File: config.mk
export PLATFORM = sky130hd
export DESIGN_NAME = playfair_digram_decrypt
export DESIGN_NICKNAME = d
export VERILOG_FILES = /design/src/rtl/pfdec_pkg.sv /design/src/rtl/pfdec_pair.sv /design/src/rtl/pfdec_decode.sv /design/src/rtl/playfair_digram_decrypt.sv
export SDC_FILE = /design/constraint.sdc
export NUM_CORES = 1
export LEC_CHECK = 0
export BUFFER_PORTS_ARGS = -buffer_cell sky130_fd_sc_hd__buf_2
export CAP_MARGIN = 20
export CELL_PAD_IN_SITES_DETAIL_PLACEMENT = 0
export CELL_PAD_IN_SITES_GLOBAL_PLACEMENT = 1
export CORE_ASPECT_RATIO = 1.5
export CORE_MARGIN = 3
export CORE_UTILIZATION = 50
export DETAILED_ROUTE_END_ITERATION = 10
export PLACE_DENSITY = 0.83
export RECOVER_POWER = 100
export SYNTH_ARGS = -nofsm -noshare
export SYNTH_HDL_FRONTEND = slang
export SYNTH_SLANG_ARGS = --single-unit
export TNS_END_PERCENT = 10
File: constraint.sdc
create_clock -name clk -period 9.1 [get_ports clk]
set_clock_uncertainty 0.05 [all_clocks]
set_input_delay 1.82 -clock clk [delete_from_list [all_inputs] [get_ports clk]]
set_output_delay 1.82 -clock clk [all_outputs]
set_load 0.1 [all_outputs]
File: src/rtl/pfdec_pkg.sv
// Shared types and constants for the Playfair digram decrypter.
`timescale 1ns / 1ps
package pfdec_pkg;

  localparam int CellCount = 25;
  localparam int Side      = 5;

  typedef logic [4:0] letter_t;
  typedef logic [2:0] coord_t;

  localparam letter_t LetterI = 5'd8;
  localparam letter_t LetterJ = 5'd9;

  localparam logic [7:0] AsciiUpperA = 8'h41;
  localparam logic [7:0] AsciiUpperZ = 8'h5A;
  localparam logic [7:0] AsciiLowerA = 8'h61;
  localparam logic [7:0] AsciiLowerZ = 8'h7A;

  localparam int CfgDataWidth  = 60;
  localparam int CfgIndexWidth = 2;

  typedef enum logic [CfgIndexWidth-1:0] {
    CFG_CELLS_LOW = 2'd0,
    CFG_CELLS_MID = 2'd1,
    CFG_CELL_LAST = 2'd2
  } cfg_index_t;

  // Key square, cell k row-major at element k
  typedef letter_t [CellCount-1:0] cell_table_t;

  // Completed pair handed from the pairing stage to the decode stage
  typedef struct packed {
    letter_t first;
    letter_t second;
  } pair_t;

endpackage

File: src/rtl/pfdec_pair.sv
// Input stage: letter filter, pair assembly and pair register.
`timescale 1ns / 1ps
module pfdec_pair (
  input  logic            clk,
  input  logic            rst,
  input  logic            in_valid,
  output logic            in_ready,
  input  logic [7:0]      in_byte,
  input  logic            in_last,
  output logic            pair_valid,
  input  logic            pair_ready,
  output pfdec_pkg::pair_t pair
);
  import pfdec_pkg::*;

  letter_t held_letter;
  logic    held_valid;
  logic    is_upper;
  logic    is_lower;
  logic    is_letter;
  letter_t letter_raw;
  letter_t letter;
  logic    accept;
  logic    pair_fire;

  // Take a beat whenever the pair slot is empty or drains this cycle
  assign in_ready = !pair_valid || pair_ready;
  assign accept   = in_valid && in_ready;

  // Classify the byte, fold case and merge J into I
  always_comb begin
    is_upper   = (in_byte >= AsciiUpperA) && (in_byte <= AsciiUpperZ);
    is_lower   = (in_byte >= AsciiLowerA) && (in_byte <= AsciiLowerZ);
    is_letter  = is_upper || is_lower;
    letter_raw = is_upper ? 5'(in_byte - AsciiUpperA) : 5'(in_byte - AsciiLowerA);
    letter     = (letter_raw == LetterJ) ? LetterI : letter_raw;
    pair_fire  = is_letter && held_valid && (letter != held_letter);
  end

  // Hold the first letter of a pair; drop a repeat; clear at end of message
  always_ff @(posedge clk) begin
    if (rst) begin
      held_letter <= '0;
      held_valid  <= 1'b0;
    end else if (accept) begin
      if (is_letter && !held_valid) begin
        held_letter <= letter;
        held_valid  <= 1'b1;
      end else if (pair_fire) begin
        held_valid <= 1'b0;
      end
      if (in_last) begin
        held_letter <= '0;
        held_valid  <= 1'b0;
      end
    end
  end

  // Register a completed pair for the decode stage
  always_ff @(posedge clk) begin
    if (rst) begin
      pair_valid <= 1'b0;
    end else if (in_ready) begin
      pair_valid <= accept && pair_fire;
    end
  end

  always_ff @(posedge clk) begin
    if (accept && pair_fire) begin
      pair.first  <= held_letter;
      pair.second <= letter;
    end
  end

endmodule

File: src/rtl/pfdec_decode.sv
// Decode stage: key square search, Playfair rules and result register.
`timescale 1ns / 1ps
module pfdec_decode (
  input  logic                   clk,
  input  logic                   rst,
  input  pfdec_pkg::cell_table_t cells,
  input  logic                   pair_valid,
  output logic                   pair_ready,
  input  pfdec_pkg::pair_t       pair,
  output logic                   out_valid,
  input  logic                   out_ready,
  output logic [7:0]             plain_first,
  output logic [7:0]             plain_second,
  output logic                   letter_absent
);
  import pfdec_pkg::*;

  logic       found1;
  logic       found2;
  coord_t     row1;
  coord_t     col1;
  coord_t     row2;
  coord_t     col2;
  coord_t     orow1;
  coord_t     ocol1;
  coord_t     orow2;
  coord_t     ocol2;
  letter_t    oidx1;
  letter_t    oidx2;
  logic [7:0] first_next;
  logic [7:0] second_next;
  logic       absent_next;

  // Advance into the result register when it is empty or being taken
  assign pair_ready = !out_valid || out_ready;

  // Search all 25 cells; the highest-numbered match wins
  always_comb begin
    found1 = 1'b0;
    found2 = 1'b0;
    row1   = '0;
    col1   = '0;
    row2   = '0;
    col2   = '0;
    for (int r = 0; r < Side; r++) begin
      for (int c = 0; c < Side; c++) begin
        if (cells[r*Side+c] == pair.first) begin
          found1 = 1'b1;
          row1   = 3'(r);
          col1   = 3'(c);
        end
        if (cells[r*Side+c] == pair.second) begin
          found2 = 1'b1;
          row2   = 3'(r);
          col2   = 3'(c);
        end
      end
    end
  end

  // Apply the row, column and rectangle rules
  always_comb begin
    orow1 = row1;
    orow2 = row2;
    ocol1 = col2;
    ocol2 = col1;
    if (row1 == row2) begin
      ocol1 = (col1 == '0) ? 3'(Side - 1) : col1 - 3'd1;
      ocol2 = (col2 == '0) ? 3'(Side - 1) : col2 - 3'd1;
    end else if (col1 == col2) begin
      orow1 = (row1 == '0) ? 3'(Side - 1) : row1 - 3'd1;
      orow2 = (row2 == '0) ? 3'(Side - 1) : row2 - 3'd1;
      ocol1 = col1;
      ocol2 = col2;
    end
    oidx1       = 5'(orow1) * 5'(Side) + 5'(ocol1);
    oidx2       = 5'(orow2) * 5'(Side) + 5'(ocol2);
    absent_next = !(found1 && found2);
    first_next  = absent_next ? 8'd0 : AsciiUpperA + 8'(cells[oidx1]);
    second_next = absent_next ? 8'd0 : AsciiUpperA + 8'(cells[oidx2]);
  end

  // Result register
  always_ff @(posedge clk) begin
    if (rst) begin
      out_valid <= 1'b0;
    end else if (pair_ready) begin
      out_valid <= pair_valid;
    end
  end

  always_ff @(posedge clk) begin
    if (pair_ready && pair_valid) begin
      plain_first   <= first_next;
      plain_second  <= second_next;
      letter_absent <= absent_next;
    end
  end

endmodule

File: src/rtl/playfair_digram_decrypt.sv
// A completing letter's pair passes the pair register, then the result register, to the output.
// Throughput: one input beat per cycle unless m_axis_tready stalls the pair and result registers.
// A non-letter, a first letter or a repeated letter yields no output beat.
// Reset (rst, synchronous): clears the held letter, both stage valids and the key square.
// The key square search is 25 parallel compares per pair letter within the decode stage.
`timescale 1ns / 1ps
module playfair_digram_decrypt (
  input  logic                                clk,
  input  logic                                rst,
  input  logic                                s_axis_tvalid,
  output logic                                s_axis_tready,
  input  logic [7:0]                          s_axis_tdata,  // [7:0] in_byte
  input  logic                                s_axis_tlast,  // end_of_message
  output logic                                m_axis_tvalid,
  input  logic                                m_axis_tready,
  output logic [15:0]                         m_axis_tdata,  // [7:0] plain_first, [15:8] plain_second
  output logic                                m_axis_tuser,  // letter_absent
  input  logic                                cfg_valid,
  output logic                                cfg_ready,
  input  logic [pfdec_pkg::CfgIndexWidth-1:0] cfg_index,
  input  logic [pfdec_pkg::CfgDataWidth-1:0]  cfg_data
);
  import pfdec_pkg::*;

  logic [CfgDataWidth-1:0] cells_low;
  logic [CfgDataWidth-1:0] cells_mid;
  letter_t                 cell_last;
  cell_table_t             cells;
  logic                    pair_valid;
  logic                    pair_ready;
  pair_t                   pair;
  logic [7:0]              plain_first;
  logic [7:0]              plain_second;

  // Configuration writes are always taken
  assign cfg_ready = 1'b1;

  always_ff @(posedge clk) begin
    if (rst) begin
      cells_low <= '0;
      cells_mid <= '0;
      cell_last <= '0;
    end else if (cfg_valid) begin
      case (cfg_index_t'(cfg_index))
        CFG_CELLS_LOW: cells_low <= cfg_data;
        CFG_CELLS_MID: cells_mid <= cfg_data;
        CFG_CELL_LAST: cell_last <= cfg_data[4:0];
        default: ;
      endcase
    end
  end

  assign cells = {cell_last, cells_mid, cells_low};

  pfdec_pair u_pair (
    .clk       (clk),
    .rst       (rst),
    .in_valid  (s_axis_tvalid),
    .in_ready  (s_axis_tready),
    .in_byte   (s_axis_tdata),
    .in_last   (s_axis_tlast),
    .pair_valid(pair_valid),
    .pair_ready(pair_ready),
    .pair      (pair)
  );

  pfdec_decode u_decode (
    .clk          (clk),
    .rst          (rst),
    .cells        (cells),
    .pair_valid   (pair_valid),
    .pair_ready   (pair_ready),
    .pair         (pair),
    .out_valid    (m_axis_tvalid),
    .out_ready    (m_axis_tready),
    .plain_first  (plain_first),
    .plain_second (plain_second),
    .letter_absent(m_axis_tuser)
  );

  assign m_axis_tdata = {plain_second, plain_first};

endmodule
==> out/results.tsv, run 1 <==
stage	metric	value	unit
routing	dr.pass1.iters	6	
grt	grt_overflow	0	
synth	ys_seq_area_share	27.5	%
timing	drv_slew	136	
clocking	clk_latency	450	ps
timing	tightest_slew	3910	ps
worst_setup_path	critPathTopFamily	simple AND/OR/NAND/NOR gates	
routing	avgViaCountPerCell	6.27	
die	rows	69	
synth	async_reset_ff_share	0	%
finish	stdcell_area	13300	um^2
clocking	cts_setup_buffers	0	
finish	areaGrowthSynthToFinish	8.44	%
die	fp.dieW	134	um
power	power_leakage	5.17	nW
grt	grt_usage	34.0	%
grt	grt_max_degree	91	
timing	fmax	126	MHz
timing	setup_viol	0	
finish	utilization	55.6	%
finish	n_antenna_cell	0	
power	cellPowerDensity	161	nW/um^2
worst_setup_path	slowest_stage	edfxtp_1	
run	maxCapViolCount	2	
timing	slew_headroom	-161	%
timing	fin_crit	7940	ps
routing	via_count	11400	
run_status	status	complete, but fails checks	
routing	drt_wl_total	45.4	mm
routing	final_antenna_net_count	0	
synth	synth_edf_count	24	
placement	io_buffers	92	
worst_setup_path	critPathKind	reg2reg	
placement	placed_area	12800	um^2
synth	syn_area_per_cell	8.56	um^2
synth	synth_flop_cell	dfxtp_1	
die	dieArea	26600	um^2
clocking	cts_buffer_depth	2	
timing	finalCritPeriodShare	87.2	%
finish	drive_gt1_share	14.2	%
grt	antenna_found_initial	0	
finish	fillers	2374	
power	vdd_drop_max	0.132	mV
worst_setup_path	worst_ep_arrival_time	8190	ps
synth	synth_area	12300	um^2
worst_setup_path	cp-start-kind	flip-flop	
worst_setup_path	critPathBufInv	4	
worst_setup_path	cp-end-kind	flip-flop	
synth	synth_warnings	0	
worst_setup_path	cp_max_fo	15	
grt	grt_pass1_vias	11100	
finish	final_nets	1581	
die	die-height	198	um
placement	post-dp-hpwl	34.7	mm
clocking	ctsResizeCount	0	
worst_setup_path	crit_path_max_incr_delay	970	ps
worst_setup_path	worstPathRequired	9350	ps
run_status	violations	capacitance limit, slew limit	
placement	dp_worst_setup_slack	1380	ps
synth	ys_ff_latch	157	
clocking	cts_tree	done	
synth	synth_cell_type_count	92	
timing	fin_ws	1160	ps
timing	tns	0	ps
routing	first_iter_violations	1147	
synth	synthCells	1438	
die	core	24000	um^2
clocking	cts_hold_buf	0	
grt	grt_pass1_wl	67.8	mm
min_path	hp-class	reg2reg	
worst_setup_path	crit_top_cell	ha_1	
clocking	cts_inserted_buffers	17	
die	initial_core_util	51.3	%
clocking	h-tree-depth	4	
timing	hold_viol_final	0	
worst_setup_path	cp_cell_sequence	clkbuf_1 -> xor2_1 -> nor3_1 -> nor4_1 -> nand2b_1 -> o21bai_1 -> xor2_1 -> a31oi_1 -> buf_4 -> nand3_1 -> a21oi_1 -> mux2i_1 -> ha_1 -> ha_1 -> inv_1 -> fa_1 -> inv_1 -> nor2_1 -> a22o_1 -> o22ai_1 -> o41a_4 -> ha_1 -> or2_0 -> a21oi_1	
clocking	clkSinkCount	157	
clocking	path_clk_slew	70	ps
routing	drc	0	
die	num_io_pins	96	
timing	rsz0062_at_grt	false	
placement	gp_congestion	1.07	
clocking	cts_root_buffer	clkbuf_16	
routing	avgRoutedWirePerCell	25.0	um
worst register-to-register path: stages, from the launching register on:
cell and delay [ps]:
edfxtp_1 970, clkbuf_1 410, xor2_1 180, nor3_1 130
nor4_1 500, nand2b_1 250, o21bai_1 410, xor2_1 140
a31oi_1 180, buf_4 200, nand3_1 260, a21oi_1 240
mux2i_1 120, ha_1 310, ha_1 160, inv_1 50
fa_1 810, inv_1 380, nor2_1 540, a22o_1 280
o22ai_1 110, o41a_4 490, ha_1 230, or2_0 220
a21oi_1 130
cells in the mapped netlist, drive strengths merged, types with 4 or more instances:
cell | n | area share, %
mux4 | 52 | 9.5
nor4 | 5 | 0.25
nand2 | 287 | 8.8
a221o | 6 | 0.49
and2 | 9 | 0.48
a21o | 4 | 0.24
ha | 20 | 2.0
o211ai | 9 | 0.55
o21bai | 5 | 0.30
nor3 | 56 | 2.5
mux2 | 5 | 0.46
mux2i | 30 | 2.4
o21ai | 18 | 0.76
nand3 | 62 | 2.6
and3 | 7 | 0.36
a21oi | 145 | 5.9
nor2 | 58 | 1.8
buf | 46 | 3.3
dfxtp | 133 | 22
edfxtp | 24 | 5.9
inv | 19 | 0.58
a221oi | 4 | 0.43
xnor2 | 134 | 9.5
nand2b | 6 | 0.30
clkbuf | 50 | 1.5
nor3b | 4 | 0.24
a31oi | 12 | 0.61
nor2b | 5 | 0.25
xor2 | 140 | 10
a22oi | 8 | 0.49
o31ai | 5 | 0.30
metrics by stage:
step / power (mW) / hold slack [ps] / std cells
global placement: 1.44 / 416 / 1782
floorplan: 1.26 / 401 / 1440
CTS: 2.15 / 441 / 1815
global route: 2.22 / 459 / 1815
detailed placement: 1.45 / 417 / 1783
finish: 2.15 / 439 / 1815
cell families (layout without fill, tap and decap cells):
family          after synthesis  count (layout)  share of synthesized area [%]
xor+xnor                    274             274                           19.5
fa+ha+maj                    22              22                           2.36
buf+inv                     115             171                           5.44
flops                       157             157                           27.5
simple gates                529             529                           19.7
compound gates              252             252                           13.1
mux                          87              87                           12.4
other cells                   2               4                         0.0610
cell type report:
cell class / count / area [um^2] / area share (%)
clock inverters: 13 / 128 / 0.956
well taps: 319 / 399 / 2.99
repair buffers: 120 / 641 / 4.80
flip-flops and latches: 157 / 3380 / 25.3
multi-input cells: 1168 / 8270 / 62.0
inverters: 19 / 71.3 / 0.534
clock buffers: 19 / 454 / 3.40
power breakdown:
part	total, mW	switching, mW	internal (mW)
sequential	0.773	0.0478	0.726
combinational	0.665	0.396	0.269
clock	0.708	0.331	0.377
total	2.15	0.774	1.37
final timing paths:
path	start	endpoint	slack [ps]	cells past startpoint
hold / removal	u_pair.held_letter[1]	u_pair.pair[6]	440	0
hold reg to reg	u_pair.held_letter[1]	u_pair.pair[6]	440	0
setup / recovery	u_pair.pair[7]	u_decode.plain_first[2]	1160	24
setup reg to reg	u_pair.pair[7]	u_decode.plain_first[2]	1160	24
metal layers:
metal,GRT usage (%),wire length (um),part of all wire [%]
met1,41.4,17500,39
met2,55.4,21000,46
met3,6.08,3380,7.5
met4,22.0,3480,7.7
met5,0,0,0
state kept, by name (all words and copies together), names as in the netlist:
| name | count |
|---|---|
| cell_last | 5 |
| cells_low | 60 |
| cells_mid | 60 |
| u_decode.letter_absent | 1 |
| u_decode.out_valid | 1 |
| u_decode.plain_first | 7 |
| u_decode.plain_second | 6 |
| u_pair.held_letter | 5 |
| u_pair.held_valid | 1 |
| u_pair.pair | 10 |
| u_pair.pair_valid | 1 |
cell usage in the layout (no fill, tap or decap), types with 5 or more instances in the layout:
cell type  count
buf_4         22
nand2b_1       6
mux2_2         5
and3_1         7
nor3_1        51
clkbuf_1      25
nand2_1      286
xnor2_1      134
nor2_1        57
inv_1         19
edfxtp_1      24
clkbuf_16     18
a221o_1        6
o31ai_1        5
a21oi_1      145
a22oi_1        8
mux4_2        52
nor2b_1        5
xor2_1       140
ha_1          18
nor4_1         5
and2_1         7
buf_2         73
o21bai_1       5
a31oi_1       12
o211ai_1       9
o21ai_0       15
dfxtp_1      133
nand3_1       61
mux2i_1       30
No activity file was read; power rests on OpenSTA's default activity.
==> inputs of run 2 (changes only) <==
--- a/config.mk
+++ b/config.mk
@@ -10,10 +10,9 @@
 export CELL_PAD_IN_SITES_DETAIL_PLACEMENT = 0
 export CELL_PAD_IN_SITES_GLOBAL_PLACEMENT = 1
 export CORE_ASPECT_RATIO = 1.5
-export CORE_MARGIN = 3
-export CORE_UTILIZATION = 50
+export CORE_UTILIZATION = 51
 export DETAILED_ROUTE_END_ITERATION = 10
-export PLACE_DENSITY = 0.83
+export PLACE_DENSITY = 0.85
 export RECOVER_POWER = 100
 export SYNTH_ARGS = -nofsm -noshare
 export SYNTH_HDL_FRONTEND = slang
==> run 2 against run 1 <==
  * The run still ends with capacitance limit, slew limit left
  * Clock-buffer cell count shrank 2
  * Clock power shrank 1%
  * Worst hold slack lost 1.5 ps
  * Cell count is essentially flat
==> out/results.tsv, run 2 (synthesis gave the netlist of run 1 again) <==
stage	metric	value	unit
worst_setup_path	worstPathRequired	9390	ps
grt	grt_max_degree	89	
routing	first_iter_violations	1097	
timing	finalCritPeriodShare	88.9	%
placement	dp_cells	1783	
clocking	cts_hold_buf	0	
finish	n_antenna_cell	0	
timing	fmax	124	MHz
clocking	cts_setup_buffers	0	
die	rows	69	
grt	grt_usage	36.7	%
power	p_clk_share	32.8	%
routing	avgViaCountPerCell	6.18	
timing	tns	0	ps
clocking	path_clk_slew	80	ps
placement	gp_congestion	1.06	
finish	final_nets	1582	
finish	final_common_cell	nand2_1	
finish	areaGrowthSynthToFinish	8.33	%
power	p_total	2.13	mW
worst_setup_path	ff2ff_path_depth	25	
worst_setup_path	worst_ep_arrival_time	8370	ps
clocking	cts_inserted_buffers	17	
timing	hold_viol_final	0	
min_path	hp-class	reg2reg	
timing	whs	438	ps
placement	post-dp-hpwl	33.6	mm
clocking	ctsResizeCount	0	
power	combPwrFrac	30.9	%
placement	io_buffers	92	
worst_setup_path	cp-end-kind	flip-flop	
clocking	clkSinkCount	157	
routing	dr.pass1.iters	9	
routing	drc	0	
grt	antenna_found_initial	0	
clocking	cts_root_buffer	clkbuf_16	
timing	rsz0062_at_grt	false	
worst_setup_path	cp_max_fo	13	
die	fp.dieW	129	um
clocking	cts_tree	done	
finish	largestRegisters	cells_low: 60 flops, cells_mid: 60 flops, u_pair.pair: 10 flops	
finish	drive_gt1_share	14.2	%
finish	fillers	2299	
timing	setup_viol	0	
power	vdd_drop_max	0.208	mV
timing	drv_slew	258	
worst_setup_path	cp-start-kind	flip-flop	
run_status	status	complete, but fails checks	
routing	via_count	11200	
die	core	23700	um^2
finish	finalNonFillerCells	1816	
grt	grt_overflow	0	
power	power_leakage	5.16	nW
clocking	cts_buffer_depth	2	
timing	fin_crit	8090	ps
die	num_io_pins	96	
power	cellPowerDensity	160	nW/um^2
die	die-height	192	um
power	switchingPower	0.772	mW
power	p_int	1.36	mW
power	seq_power_share	36.3	%
worst_setup_path	critPathKind	reg2reg	
die	initial_core_util	52.0	%
routing	drt_wl_total	43.8	mm
placement	dp_worst_setup_slack	1640	ps
grt	grt_pass1_wl	66.2	mm
timing	slew_headroom	-148	%
routing	final_antenna_net_count	0	
die	dieArea	24800	um^2
run	maxCapViolCount	4	
run_status	violations	capacitance limit, slew limit	
routing	avgRoutedWirePerCell	24.1	um
grt	grt_pass1_vias	10600	
clocking	h-tree-depth	4	
min_path	holdPathStages	2	
power	switching_share	36.3	%
finish	mostFrequentLayoutCells	286 x nand2_1, 145 x a21oi_1, 140 x xor2_1	
timing	fin_ws	1010	ps
timing	tightest_slew	3720	ps
clocking	clk_latency	460	ps
## run 2: power by group through the flow
stage                     clock network [mW]  registers, mW  logic, mW
after floorplan                            0          0.764      0.492
after global placement                     0          0.785      0.644
after detailed placement                   0          0.786      0.644
after CTS                              0.710          0.770      0.647
after global routing                   0.733          0.772      0.701
final                                  0.699          0.772      0.658
## run 2: metrics by stage
step / utilization, % / area (um^2)
floorplan: - / 12300
global placement: 54.2 / 12800
detailed placement: 54.2 / 12800
CTS: 56.6 / 13400
global route: 56.4 / 13300
finish: 56.4 / 13300
## run 2: final timing paths
kind / startpoint / endpoint / slack, ps
worst max-delay path: u_pair.pair[3] / u_decode.plain_first[4] / 1010
worst min-delay path: u_pair.pair_valid / u_decode.out_valid / 440
worst max register to register: u_pair.pair[3] / u_decode.plain_first[4] / 1010
worst min register to register: u_pair.pair_valid / u_decode.out_valid / 440
## run 2: final cells by class
cell class	instances	area (um^2)	share of cell area, %
Multi-Input combinational cell	1168	8280	62.1
Sequential cell	157	3380	25.4
Timing Repair Buffer	121	633	4.75
Clock buffer	17	425	3.19
Tap cell	319	399	2.99
Clock inverter	15	146	1.10
Inverter	19	71.3	0.535
## run 2: per-layer routing
| metal | routed length, um | track usage, % |
|---|---|---|
| met3 | 3150 | 5.79 |
| met5 | 0 | 0 |
| met2 | 20100 | 57.7 |
| met4 | 3280 | 25.4 |
| met1 | 17300 | 46.0 |
## run 2: critical path: stages, from the launching register on
cell and delay [ps]:
edfxtp_1 910, clkbuf_1 560, xor2_1 130, nor3_1 760
nand2b_1 260, nor4bb_1 310, o211ai_1 240, xnor2_1 220
nor2_1 360, nand3_1 340, xor2_1 210, nand2_1 70
ha_1 330, ha_1 290, a21o_1 180, a21oi_1 180
xor2_1 260, or4b_1 480, and4_1 340, a221o_1 320
a21oi_1 190, o41a_4 210, ha_1 190, nand3_1 90
or4_1 410, nand2_1 80
